[config.mk]
export PLATFORM = sky130hd
export DESIGN_NAME = voxel_grid_ray_traversal
export DESIGN_NICKNAME = d
export VERILOG_FILES = /design/src/hdl/vgrt_pkg.sv /design/src/hdl/vgrt_isqrt.sv /design/src/hdl/vgrt_div.sv /design/src/hdl/voxel_grid_ray_traversal.sv
export SDC_FILE = /design/constraint.sdc
export NUM_CORES = 2
export LEC_CHECK = 0
export ABC_AREA = 1
export BUFFER_PORTS_ARGS = -buffer_cell sky130_fd_sc_hd__buf_2
export CORE_ASPECT_RATIO = 1.75
export CORE_UTILIZATION = 57
export CTS_CLUSTER_SIZE = 8
export DETAILED_ROUTE_END_ITERATION = 6
export GPL_TIMING_DRIVEN = 0
export PLACE_DENSITY = 0.77
export SLEW_MARGIN = 10
export SYNTH_ARGS = -nofsm -noshare
export SYNTH_HDL_FRONTEND = slang
export SYNTH_SLANG_ARGS = --single-unit
export TNS_END_PERCENT = 5
[constraint.sdc]
create_clock -name clk -period 9.2 [get_ports clk]
set_input_delay 1.84 -clock clk [delete_from_list [all_inputs] [get_ports clk]]
set_output_delay 1.84 -clock clk [all_outputs]
set_load 0.1 [all_outputs]
[src/hdl/vgrt_pkg.sv]
// ----------------------------------------------------------------------------
// vgrt_pkg
// Shared types and constants of the voxel grid ray walker.
// ----------------------------------------------------------------------------
package vgrt_pkg;

  // Fixed field and datapath widths
  localparam int ORIGIN_W   = 24;
  localparam int DIR_W      = 16;
  localparam int DIST_W     = 16;
  localparam int OUT_COORD_W = 16;
  localparam int T_W        = 32;
  localparam int STEPS_W    = 16;
  localparam int SUMSQ_W    = 32;
  localparam int DIV_NUM_W  = 48;
  localparam int DIV_DEN_W  = 32;
  localparam int S_DATA_W   = 144;
  localparam int M_DATA_W   = 104;

  // Request codes carried on s_tuser
  localparam logic REQ_START  = 1'b0;
  localparam logic REQ_ANSWER = 1'b1;

  // Result codes carried on m_tuser
  typedef enum logic [1:0] {
    KIND_QUERY = 2'd0,
    KIND_HIT   = 2'd1,
    KIND_MISS  = 2'd2
  } kind_t;

  // Sequencer states
  typedef enum logic [3:0] {
    ST_IDLE,
    ST_SQUARE,
    ST_CHECK,
    ST_ROOT,
    ST_AXIS,
    ST_DDELTA,
    ST_DTMAX,
    ST_LOAD,
    ST_STEP,
    ST_STEP_END,
    ST_EMIT
  } state_t;

endpackage

[src/hdl/vgrt_isqrt.sv]
// ----------------------------------------------------------------------------
// vgrt_isqrt
// Bit-serial integer square root of (radicand * 2^32), two radicand bits a cycle.
// ----------------------------------------------------------------------------
module vgrt_isqrt (
  input  logic        clk,
  input  logic        rst,
  input  logic        start,
  input  logic [31:0] radicand,
  output logic        busy,
  output logic        done,
  output logic [31:0] root
);

  logic [63:0] nsh;
  logic [35:0] rem;
  logic [4:0]  cnt;
  logic [35:0] rem_sh;
  logic [35:0] trial;
  logic        ge;

  // Bring down two bits and try the next root bit
  always_comb begin
    rem_sh = {rem[33:0], nsh[63:62]};
    trial  = {2'b00, root, 2'b01};
    ge     = (rem_sh >= trial);
  end

  // Control
  always_ff @(posedge clk) begin
    if (rst) begin
      busy <= 1'b0;
      done <= 1'b0;
      cnt  <= '0;
    end else begin
      done <= 1'b0;
      if (start) begin
        busy <= 1'b1;
        cnt  <= '0;
      end else if (busy) begin
        cnt <= cnt + 5'd1;
        if (cnt == 5'd31) begin
          busy <= 1'b0;
          done <= 1'b1;
        end
      end
    end
  end

  // Datapath shift registers
  always_ff @(posedge clk) begin
    if (start) begin
      nsh  <= {radicand, 32'd0};
      rem  <= '0;
      root <= '0;
    end else if (busy) begin
      nsh  <= {nsh[61:0], 2'b00};
      rem  <= ge ? (rem_sh - trial) : rem_sh;
      root <= {root[30:0], ge};
    end
  end

endmodule

[src/hdl/vgrt_div.sv]
// ----------------------------------------------------------------------------
// vgrt_div
// Bit-serial restoring divider, one quotient bit a cycle, saturating to 32 bits.
// ----------------------------------------------------------------------------
module vgrt_div (
  input  logic                           clk,
  input  logic                           rst,
  input  logic                           start,
  input  logic [vgrt_pkg::DIV_NUM_W-1:0] num,
  input  logic [vgrt_pkg::DIV_DEN_W-1:0] den,
  output logic                           busy,
  output logic                           done,
  output logic [vgrt_pkg::T_W-1:0]       quot
);

  localparam int NW = vgrt_pkg::DIV_NUM_W;
  localparam int DW = vgrt_pkg::DIV_DEN_W;
  localparam int TW = vgrt_pkg::T_W;

  logic [NW-1:0] nsh;
  logic [NW-1:0] quo;
  logic [DW-1:0] rem;
  logic [DW-1:0] dreg;
  logic [5:0]    cnt;
  logic [DW:0]   trial;
  logic          ge;

  // Bring down one numerator bit and compare
  always_comb begin
    trial = {rem, nsh[NW-1]};
    ge    = (trial >= {1'b0, dreg});
  end

  // Saturate a quotient that does not fit
  assign quot = (|quo[NW-1:TW]) ? {TW{1'b1}} : quo[TW-1:0];

  // Control
  always_ff @(posedge clk) begin
    if (rst) begin
      busy <= 1'b0;
      done <= 1'b0;
      cnt  <= '0;
    end else begin
      done <= 1'b0;
      if (start) begin
        busy <= 1'b1;
        cnt  <= '0;
      end else if (busy) begin
        cnt <= cnt + 6'd1;
        if (cnt == 6'(NW - 1)) begin
          busy <= 1'b0;
          done <= 1'b1;
        end
      end
    end
  end

  // Datapath shift registers
  always_ff @(posedge clk) begin
    if (start) begin
      nsh  <= num;
      dreg <= den;
      rem  <= '0;
      quo  <= '0;
    end else if (busy) begin
      nsh <= {nsh[NW-2:0], 1'b0};
      rem <= ge ? DW'(trial - {1'b0, dreg}) : DW'(trial);
      quo <= {quo[NW-2:0], ge};
    end
  end

endmodule

[src/hdl/voxel_grid_ray_traversal.sv]
// ----------------------------------------------------------------------------
// voxel_grid_ray_traversal
// Walks a ray through a voxel grid, one query, hit or miss result per transaction.
// ----------------------------------------------------------------------------
// An answer transaction passes through the step, the end check and the output
// load, a hit skipping the end check; the output load waits while a held result
// is not taken. A start transaction waits on the bit-serial square root and the
// bit-serial divider, which runs twice per axis with a nonzero direction; a zero
// direction or distance skips both units and gives a miss.
// Reset (rst, synchronous) clears the ray state to zero and leaves it idle.
module voxel_grid_ray_traversal #(
  parameter int VOXEL_COORD_BITS = 16,
  parameter int T_FRAC_BITS      = 16
) (
  input  logic                          clk,
  input  logic                          rst,
  input  logic                          s_tvalid,
  output logic                          s_tready,
  // origin_x, origin_y, origin_z, dir_x, dir_y, dir_z, max_distance, voxel_solid
  input  logic [vgrt_pkg::S_DATA_W-1:0] s_tdata,
  // req_type
  input  logic                          s_tuser,
  output logic                          m_tvalid,
  input  logic                          m_tready,
  // voxel_x/y/z, prev_x/y/z, normal_x/y/z
  output logic [vgrt_pkg::M_DATA_W-1:0] m_tdata,
  // result_kind
  output logic [1:0]                    m_tuser
);

  localparam int VB = VOXEL_COORD_BITS;
  localparam int TW = vgrt_pkg::T_W;
  localparam int DEN_SHIFT = 24 - T_FRAC_BITS;
  localparam logic [TW-1:0] T_EPS = TW'((64'd1 << T_FRAC_BITS) / 10000);
  localparam logic [TW-1:0] T_SAT = {TW{1'b1}};

  vgrt_pkg::state_t state, state_next;
  vgrt_pkg::kind_t  res_kind;

  // Captured request fields (max distance only from a start)
  logic [vgrt_pkg::ORIGIN_W-1:0] org [3];
  logic [vgrt_pkg::DIR_W-1:0]    dir [3];
  logic [vgrt_pkg::DIST_W-1:0]   maxd;
  logic                          solid;

  // Ray state
  logic [VB-1:0]                 cur_voxel [3];
  logic [VB-1:0]                 prev_voxel [3];
  logic signed [1:0]             step_sign [3];
  logic signed [1:0]             last_normal [3];
  logic [TW-1:0]                 t_max [3];
  logic [TW-1:0]                 t_delta [3];
  logic [TW-1:0]                 t_now;
  logic [TW-1:0]                 t_limit;
  logic [vgrt_pkg::STEPS_W-1:0]  steps_left;
  logic                          ray_active;

  logic [1:0]                    ax;
  logic [vgrt_pkg::SUMSQ_W-1:0]  sumsq;
  logic [31:0]                   len;

  // Shared arithmetic units
  logic        root_start, root_busy, root_done;
  logic [31:0] root_val;
  logic        div_start, div_busy, div_done;
  logic [vgrt_pkg::DIV_NUM_W-1:0] div_num;
  logic [vgrt_pkg::DIV_DEN_W-1:0] div_den;
  logic [TW-1:0] div_quot;
  logic        out_load;
  logic [vgrt_pkg::M_DATA_W-1:0] m_tdata_next;

  logic [vgrt_pkg::DIR_W-1:0]    mag;
  logic [8:0]                    bdist;
  logic signed [31:0]            sq;
  logic                          start_zero;
  logic [1:0]                    sel;
  logic [TW:0]                   tsum;

  vgrt_isqrt u_isqrt (
    .clk      (clk),
    .rst      (rst),
    .start    (root_start),
    .radicand (sumsq),
    .busy     (root_busy),
    .done     (root_done),
    .root     (root_val)
  );

  vgrt_div u_div (
    .clk   (clk),
    .rst   (rst),
    .start (div_start),
    .num   (div_num),
    .den   (div_den),
    .busy  (div_busy),
    .done  (div_done),
    .quot  (div_quot)
  );

  // Per-axis helpers for the axis under setup
  always_comb begin
    mag   = dir[ax][vgrt_pkg::DIR_W-1] ? vgrt_pkg::DIR_W'(-dir[ax]) : dir[ax];
    bdist = dir[ax][vgrt_pkg::DIR_W-1] ? {1'b0, org[ax][7:0]}
                                       : (9'd256 - {1'b0, org[ax][7:0]});
    sq    = $signed(dir[ax]) * $signed(dir[ax]);
    start_zero = (sumsq == '0) || (maxd == '0);
    div_den = vgrt_pkg::DIV_DEN_W'(mag) << DEN_SHIFT;
    div_num = (state == vgrt_pkg::ST_AXIS)
              ? vgrt_pkg::DIV_NUM_W'({len, 8'd0})
              : vgrt_pkg::DIV_NUM_W'(bdist) * vgrt_pkg::DIV_NUM_W'(len);
  end

  // Pick the axis with the nearest boundary
  always_comb begin
    if (t_max[0] < t_max[1]) begin
      sel = (t_max[0] < t_max[2]) ? 2'd0 : 2'd2;
    end else begin
      sel = (t_max[1] < t_max[2]) ? 2'd1 : 2'd2;
    end
    tsum = {1'b0, t_max[sel]} + {1'b0, t_delta[sel]};
  end

  assign s_tready = (state == vgrt_pkg::ST_IDLE) && !rst;

  // Next state
  always_comb begin
    state_next = state;
    unique case (state)
      vgrt_pkg::ST_IDLE: begin
        if (s_tvalid) begin
          if (s_tuser == vgrt_pkg::REQ_START) begin
            state_next = vgrt_pkg::ST_SQUARE;
          end else if (!ray_active) begin
            state_next = vgrt_pkg::ST_EMIT;
          end else begin
            state_next = vgrt_pkg::ST_STEP;
          end
        end
      end
      vgrt_pkg::ST_SQUARE: begin
        if (ax == 2'd2) state_next = vgrt_pkg::ST_CHECK;
      end
      vgrt_pkg::ST_CHECK: begin
        state_next = start_zero ? vgrt_pkg::ST_EMIT : vgrt_pkg::ST_ROOT;
      end
      vgrt_pkg::ST_ROOT: begin
        if (root_done) state_next = vgrt_pkg::ST_AXIS;
      end
      vgrt_pkg::ST_AXIS: begin
        if (dir[ax] != '0) begin
          state_next = vgrt_pkg::ST_DDELTA;
        end else if (ax == 2'd2) begin
          state_next = vgrt_pkg::ST_LOAD;
        end
      end
      vgrt_pkg::ST_DDELTA: begin
        if (div_done) state_next = vgrt_pkg::ST_DTMAX;
      end
      vgrt_pkg::ST_DTMAX: begin
        if (div_done) begin
          state_next = (ax == 2'd2) ? vgrt_pkg::ST_LOAD : vgrt_pkg::ST_AXIS;
        end
      end
      vgrt_pkg::ST_LOAD:     state_next = vgrt_pkg::ST_EMIT;
      vgrt_pkg::ST_STEP: begin
        state_next = (solid && t_now > T_EPS) ? vgrt_pkg::ST_EMIT
                                              : vgrt_pkg::ST_STEP_END;
      end
      vgrt_pkg::ST_STEP_END: state_next = vgrt_pkg::ST_EMIT;
      vgrt_pkg::ST_EMIT: begin
        if (out_load) state_next = vgrt_pkg::ST_IDLE;
      end
      default:               state_next = vgrt_pkg::ST_IDLE;
    endcase
  end

  // Unit launches and output load
  always_comb begin
    root_start = (state == vgrt_pkg::ST_CHECK) && !start_zero;
    div_start  = ((state == vgrt_pkg::ST_AXIS) && (dir[ax] != '0)) ||
                 ((state == vgrt_pkg::ST_DDELTA) && div_done);
    out_load   = (state == vgrt_pkg::ST_EMIT) && (!m_tvalid || m_tready);
  end

  // Result payload: zero on a miss, previous voxel and normal only on a hit
  always_comb begin
    m_tdata_next = '0;
    if (res_kind != vgrt_pkg::KIND_MISS) begin
      m_tdata_next[15:0]  = 16'(cur_voxel[0]);
      m_tdata_next[31:16] = 16'(cur_voxel[1]);
      m_tdata_next[47:32] = 16'(cur_voxel[2]);
    end
    if (res_kind == vgrt_pkg::KIND_HIT) begin
      m_tdata_next[63:48]   = 16'(prev_voxel[0]);
      m_tdata_next[79:64]   = 16'(prev_voxel[1]);
      m_tdata_next[95:80]   = 16'(prev_voxel[2]);
      m_tdata_next[97:96]   = last_normal[0];
      m_tdata_next[99:98]   = last_normal[1];
      m_tdata_next[101:100] = last_normal[2];
    end
  end

  // Control registers
  always_ff @(posedge clk) begin
    if (rst) begin
      state      <= vgrt_pkg::ST_IDLE;
      ray_active <= 1'b0;
      m_tvalid   <= 1'b0;
      ax         <= '0;
      res_kind   <= vgrt_pkg::KIND_MISS;
      steps_left <= '0;
      t_now      <= '0;
      t_limit    <= '0;
      for (int i = 0; i < 3; i++) begin
        cur_voxel[i]   <= '0;
        prev_voxel[i]  <= '0;
        step_sign[i]   <= '0;
        last_normal[i] <= '0;
        t_max[i]       <= '0;
        t_delta[i]     <= '0;
      end
    end else begin
      state <= state_next;
      if (out_load) m_tvalid <= 1'b1;
      else if (m_tready) m_tvalid <= 1'b0;

      unique case (state)
        vgrt_pkg::ST_IDLE: begin
          ax <= '0;
          if (s_tvalid) begin
            if (s_tuser == vgrt_pkg::REQ_START) begin
              ray_active <= 1'b0;
            end else if (!ray_active) begin
              res_kind <= vgrt_pkg::KIND_MISS;
            end
          end
        end
        vgrt_pkg::ST_SQUARE: begin
          ax <= (ax == 2'd2) ? 2'd0 : ax + 2'd1;
        end
        vgrt_pkg::ST_CHECK: begin
          res_kind <= vgrt_pkg::KIND_MISS;
        end
        vgrt_pkg::ST_ROOT: ;
        vgrt_pkg::ST_AXIS: begin
          if (dir[ax] == '0) begin
            step_sign[ax] <= '0;
            t_max[ax]     <= T_SAT;
            t_delta[ax]   <= T_SAT;
            ax            <= ax + 2'd1;
          end else begin
            step_sign[ax] <= dir[ax][vgrt_pkg::DIR_W-1] ? -2'sd1 : 2'sd1;
          end
        end
        vgrt_pkg::ST_DDELTA: begin
          if (div_done) t_delta[ax] <= div_quot;
        end
        vgrt_pkg::ST_DTMAX: begin
          if (div_done) begin
            t_max[ax] <= div_quot;
            ax        <= ax + 2'd1;
          end
        end
        vgrt_pkg::ST_LOAD: begin
          for (int i = 0; i < 3; i++) begin
            cur_voxel[i]   <= VB'($signed(org[i][23:8]));
            prev_voxel[i]  <= VB'($signed(org[i][23:8]));
            last_normal[i] <= '0;
          end
          t_now      <= '0;
          t_limit    <= TW'(maxd) << (T_FRAC_BITS - 8);
          steps_left <= vgrt_pkg::STEPS_W'(((18'(maxd) * 18'd3) >> 8) + 18'd3);
          ray_active <= 1'b1;
          res_kind   <= vgrt_pkg::KIND_QUERY;
        end
        vgrt_pkg::ST_STEP: begin
          if (solid && t_now > T_EPS) begin
            ray_active <= 1'b0;
            res_kind   <= vgrt_pkg::KIND_HIT;
          end else begin
            for (int i = 0; i < 3; i++) begin
              prev_voxel[i]  <= cur_voxel[i];
              last_normal[i] <= (sel == 2'(i)) ? -step_sign[i] : 2'sd0;
            end
            t_now          <= t_max[sel];
            cur_voxel[sel] <= cur_voxel[sel] + VB'(step_sign[sel]);
            t_max[sel]     <= tsum[TW] ? T_SAT : tsum[TW-1:0];
            steps_left     <= steps_left - vgrt_pkg::STEPS_W'(1);
          end
        end
        vgrt_pkg::ST_STEP_END: begin
          if (steps_left == '0 || t_now > t_limit) begin
            ray_active <= 1'b0;
            res_kind   <= vgrt_pkg::KIND_MISS;
          end else begin
            res_kind   <= vgrt_pkg::KIND_QUERY;
          end
        end
        vgrt_pkg::ST_EMIT: ;
        default: ;
      endcase
    end
  end

  // Payload registers: capture fields, sum of squares, root, output
  always_ff @(posedge clk) begin
    if (state == vgrt_pkg::ST_IDLE && s_tvalid) begin
      org[0] <= s_tdata[23:0];
      org[1] <= s_tdata[47:24];
      org[2] <= s_tdata[71:48];
      dir[0] <= s_tdata[87:72];
      dir[1] <= s_tdata[103:88];
      dir[2] <= s_tdata[119:104];
      if (s_tuser == vgrt_pkg::REQ_START) maxd <= s_tdata[135:120];
      solid  <= s_tdata[136];
      sumsq  <= '0;
    end else if (state == vgrt_pkg::ST_SQUARE) begin
      sumsq <= sumsq + vgrt_pkg::SUMSQ_W'($unsigned(sq));
    end
    if (root_done) len <= root_val;
    if (out_load) begin
      m_tuser <= res_kind;
      m_tdata <= m_tdata_next;
    end
  end

  // The two iterative units never run together
  a_units_exclusive: assert property (@(posedge clk) disable iff (rst)
    !(root_busy && div_busy)) else $error("root and divider both busy");

  // A query is only issued for a live ray
  a_query_active: assert property (@(posedge clk) disable iff (rst)
    (state == vgrt_pkg::ST_EMIT && res_kind == vgrt_pkg::KIND_QUERY) |-> ray_active)
    else $error("query issued with no active ray");

  // A hit always carries a crossed face
  a_hit_normal: assert property (@(posedge clk) disable iff (rst)
    (out_load && res_kind == vgrt_pkg::KIND_HIT) |->
    (last_normal[0] != 2'sd0 || last_normal[1] != 2'sd0 || last_normal[2] != 2'sd0))
    else $error("hit without face normal");

  // A hit or miss ends the ray
  a_end_idle: assert property (@(posedge clk) disable iff (rst)
    (out_load && res_kind != vgrt_pkg::KIND_QUERY) |-> !ray_active)
    else $error("ray still active after final result");

endmodule
==> impl_summary.log <==
INFO  metric syn_area = 0.0652 mm²
INFO  metric clock_sinks = 938
INFO  metric clock_root_cell = sky130_fd_sc_hd__clkbuf_16
INFO  metric synth_cell_type_count = 58
INFO  metric r2r_setup_slack = -0.30 ns
INFO  metric cp.buffers_inverters = 7
INFO  metric routed_via_density = 5.76
INFO  metric hold_class = reg -> reg
INFO  metric cp_top_family = compound AO/OA/AOI/OAI gates
INFO  metric cp_data_arrival_time = 10.13 ns
INFO  metric ff2ff_path_depth = 33
INFO  metric cpMostUsedCell = sky130_fd_sc_hd__nand2_1
INFO  metric drt_iter0_drc = 4375
INFO  metric regToRegStartpoint = t_max[2][19]$_SDFFCE_PN0P_
INFO  metric syn_inst = 7352
INFO  metric synth_largest_type_area_fraction = 0.308
INFO  metric avgSynthCellArea = 8.87 µm²
INFO  metric ys_async_sr_fraction = 0
INFO  metric crit_path_end_kind = register
INFO  metric fin_setup_tns = -1.37 ns
INFO  metric cts_tree = built
INFO  metric timing.slew.headroom = 0.132
INFO  metric synth-main-ff-cell = sky130_fd_sc_hd__edfxtp_1
INFO  metric worst-path-max-fanout = 10
INFO  metric insertion_delay = 0.80 ns
INFO  metric min_period = 9.50 ns
INFO  metric fin_nets = 8788
INFO  metric hold-path-cell-count = 0
INFO  metric final_design_area_no_fill = 0.0729 mm²
INFO  metric hold-worst-slack = 0.462 ns
INFO  metric outcome = finished, violations left
INFO  metric cts_inserted_buffers = 136
INFO  metric initial_utilization = 0.576
INFO  metric failed_checks = design-rule violations, negative setup slack
INFO  metric number_of_maximum_capacitance_constraint_violations = 0
INFO  metric yosys-top-cells-count = 1391 x sky130_fd_sc_hd__inv_1, 1025 x sky130_fd_sc_hd__nand2_1, 945 x sky130_fd_sc_hd__nor2_1, 669 x sky130_fd_sc_hd__edfxtp_1, 484 x sky130_fd_sc_hd__fa_1
INFO  metric timing.final.hold_violations = 0
INFO  metric timing_worst_slew_pin_value = 1.30 ns
INFO  metric final_worst_setup_slack = -0.304 ns
INFO  metric initial_antenna_violation_count = 10
INFO  metric fin_skew = 0.0525 ns
INFO  metric gp_routability_congestion = 1.02
INFO  metric hold_end = len[14]$_DFFE_PP_
INFO  metric std_cell_rows = 163
INFO  metric core-area = 0.113 mm²
INFO  metric wl = 207 mm
INFO  metric hold_path.startpoint = u_isqrt.root[14]$_SDFFE_PP0P_
INFO  metric via_count = 53810
INFO  metric cp_required = 9.83 ns
INFO  metric die-height = 449 µm
INFO  metric cts_post_setup_buffers_inserted = 0
INFO  metric post_route_cells_drive_above_1_share = 0.0690
INFO  metric clk_path_buf_depth = 3
INFO  metric htree_levels = 4
INFO  metric finalCoreUtilization = 0.644
INFO  metric yosys_warnings = 0
INFO  metric number_of_buffers_added_on_ports = 246
INFO  metric max_freq = 0.105 GHz
INFO  metric startpoint_type = register
INFO  metric top_ports = 257
INFO  metric routed_wire_length_per_instance = 22.2 µm
INFO  metric unrepaired_setup_endpoints_after_global_routing = yes
INFO  metric timing.final.setup_violations = 21
INFO  metric yosys.cell_count.top_type = sky130_fd_sc_hd__inv_1
INFO  metric syn2layout_area_growth = 11.8%
INFO  metric post-dp-hpwl = 164 mm
INFO  metric final_min_period_over_clock_period = 1.03
INFO  metric type_of_the_worst_setup_path = reg -> reg
INFO  metric pin_count_of_the_biggest_net_entering_global_routing = 58
INFO  metric post-synth-top-area-cell = sky130_fd_sc_hd__edfxtp_1
INFO  metric synth_enable_flop_cells = 669
INFO  metric first_global_vias = 55796
INFO  metric ys_seq_elements = 938
INFO  metric critical_path.max_stage_delay = 0.97 ns
INFO  metric detailed_place.area = 0.0687 mm²
INFO  metric detail_route.drc_violations = 1
INFO  metric floorplan.die_area = 0.116 mm²
INFO  metric grt_first_pass_wirelength = 312 mm
INFO  metric rr_endpoint = t_max[0][25]$_SDFFCE_PN0P_
INFO  metric groute.usage.overall = 0.359
INFO  metric detailedRoute.firstPassIterationCount = 7
INFO  metric netlist_top_cells_area = sky130_fd_sc_hd__edfxtp_1 31%, sky130_fd_sc_hd__fa_1 15%, sky130_fd_sc_hd__dfxtp_1 8.3%, sky130_fd_sc_hd__inv_1 8.0%, sky130_fd_sc_hd__ha_1 7.7%
INFO  metric final_max_slew_viol_count = 0
INFO  metric clk_pin_slew_worst_paths = 0.05 ns
INFO  metric die_w = 258 µm
INFO  metric grt_overflow = 0
INFO  metric route.antenna.remaining_nets = 0
INFO  metric yosysSeqAreaShare = 0.391
INFO  metric critical-path-slowest-cell = sky130_fd_sc_hd__clkbuf_1
metal layers:
metal | vias to the layer above | wire length, µm | track usage | share of wire
met2 | 2565 | 107000 | 0.649 | 0.52
met4 | 2 | 22000 | 0.327 | 0.11
li1 | 24711 | - | - | -
met1 | 25564 | 64400 | 0.342 | 0.31
met3 | 968 | 13800 | 0.0640 | 0.066
met5 | - | 11 | 0 | 0.000053
registers in the layout (all words and copies together), names as in the netlist, 16 cells and up, named ones only:
name          flops
maxd             16
t_max            96
u_div.dreg       16
prev_voxel       48
u_isqrt.nsh      32
t_limit          16
u_div.nsh        48
t_delta          96
u_div.rem        32
u_isqrt.root     32
u_isqrt.rem      34
u_div.quo        48
steps_left       16
len              32
m_tdata         102
cur_voxel        48
dir              48
sumsq            32
t_now            32
org              72
what timing repair did:
| action | CTS | global route |
|---|---|---|
| gates resized for setup | 1 | 9 |
| endpoints found under the setup margin | 2 | 26 |
| hold buffers | 0 | 0 |
how the worst max path moves through the flow:
stage	startpoint	endpoint	slack, ns	depth (start not counted)
finish	t_max[2][19]$_SDFFCE_PN0P_	t_max[0][25]$_SDFFCE_PN0P_	-0.30	33
global route	t_max[1][21]$_SDFFCE_PN0P_	t_max[2][25]$_SDFFCE_PN0P_	-0.21	32
CTS	register	sumsq[29]$_SDFFE_PP0P_	0.01	27
detailed placement	register	sumsq[29]$_SDFFE_PP0P_	-0.007	27
global placement	s_tvalid	ray_active$_SDFFE_PP0P_	-4.96	10
floorplan	s_tvalid	ray_active$_SDFFE_PP0P_	0.04	9
cell families (layout without fill, tap and decap cells):
| family | count (synthesis) | after routing | share of synthesized area |
|---|---|---|---|
| AO/OA/AOI/OAI | 1307 | 1307 | 0.115 |
| other | 1 | 12 | 0.0000575 |
| flip-flops | 938 | 938 | 0.391 |
| buffers and inverters | 1647 | 2135 | 0.0961 |
| adder cells (fa/ha/maj) | 886 | 886 | 0.226 |
| AND/OR/NAND/NOR | 2409 | 2409 | 0.150 |
| XOR/XNOR | 164 | 164 | 0.0220 |
layout make-up:
class / instances / area [µm²]
clock buffer: 210 / 3720
tap: 1485 / 1860
multi-input combinational: 4768 / 33500
timing repair buffer: 262 / 1590
antenna: 10 / 25.0
buffer: 240 / 991
inverter: 1407 / 5290
sequential: 938 / 25500
fill: 9401 / 40300
clock inverter: 16 / 397
metrics by stage:
stage	worst slack, ns	std cells
5_1_grt	-0.215	9333
4_1_cts	0.0115	9326
2_1_floorplan	0.0448	7353
3_3_place_gp	-4.96	9084
3_5_place_dp	-0.00658	9100
6_report	-0.304	9336
layout by cell type (no fill, tap or decap), types with 235 or more instances in the layout:
cell | Yosys | routed
sky130_fd_sc_hd__buf_2 | 41 | 286
sky130_fd_sc_hd__nand2_1 | 1025 | 1017
sky130_fd_sc_hd__nor2_1 | 945 | 940
sky130_fd_sc_hd__ha_1 | 402 | 402
sky130_fd_sc_hd__inv_1 | 1391 | 1391
sky130_fd_sc_hd__o21ai_0 | 387 | 385
sky130_fd_sc_hd__dfxtp_1 | 269 | 268
sky130_fd_sc_hd__clkbuf_1 | 166 | 235
sky130_fd_sc_hd__a21oi_1 | 431 | 431
sky130_fd_sc_hd__edfxtp_1 | 669 | 669
sky130_fd_sc_hd__fa_1 | 484 | 483
Power is left out: the tool's default activity adds up to more than one toggle a clock period on the data nets, which glitch-free logic cannot reach.
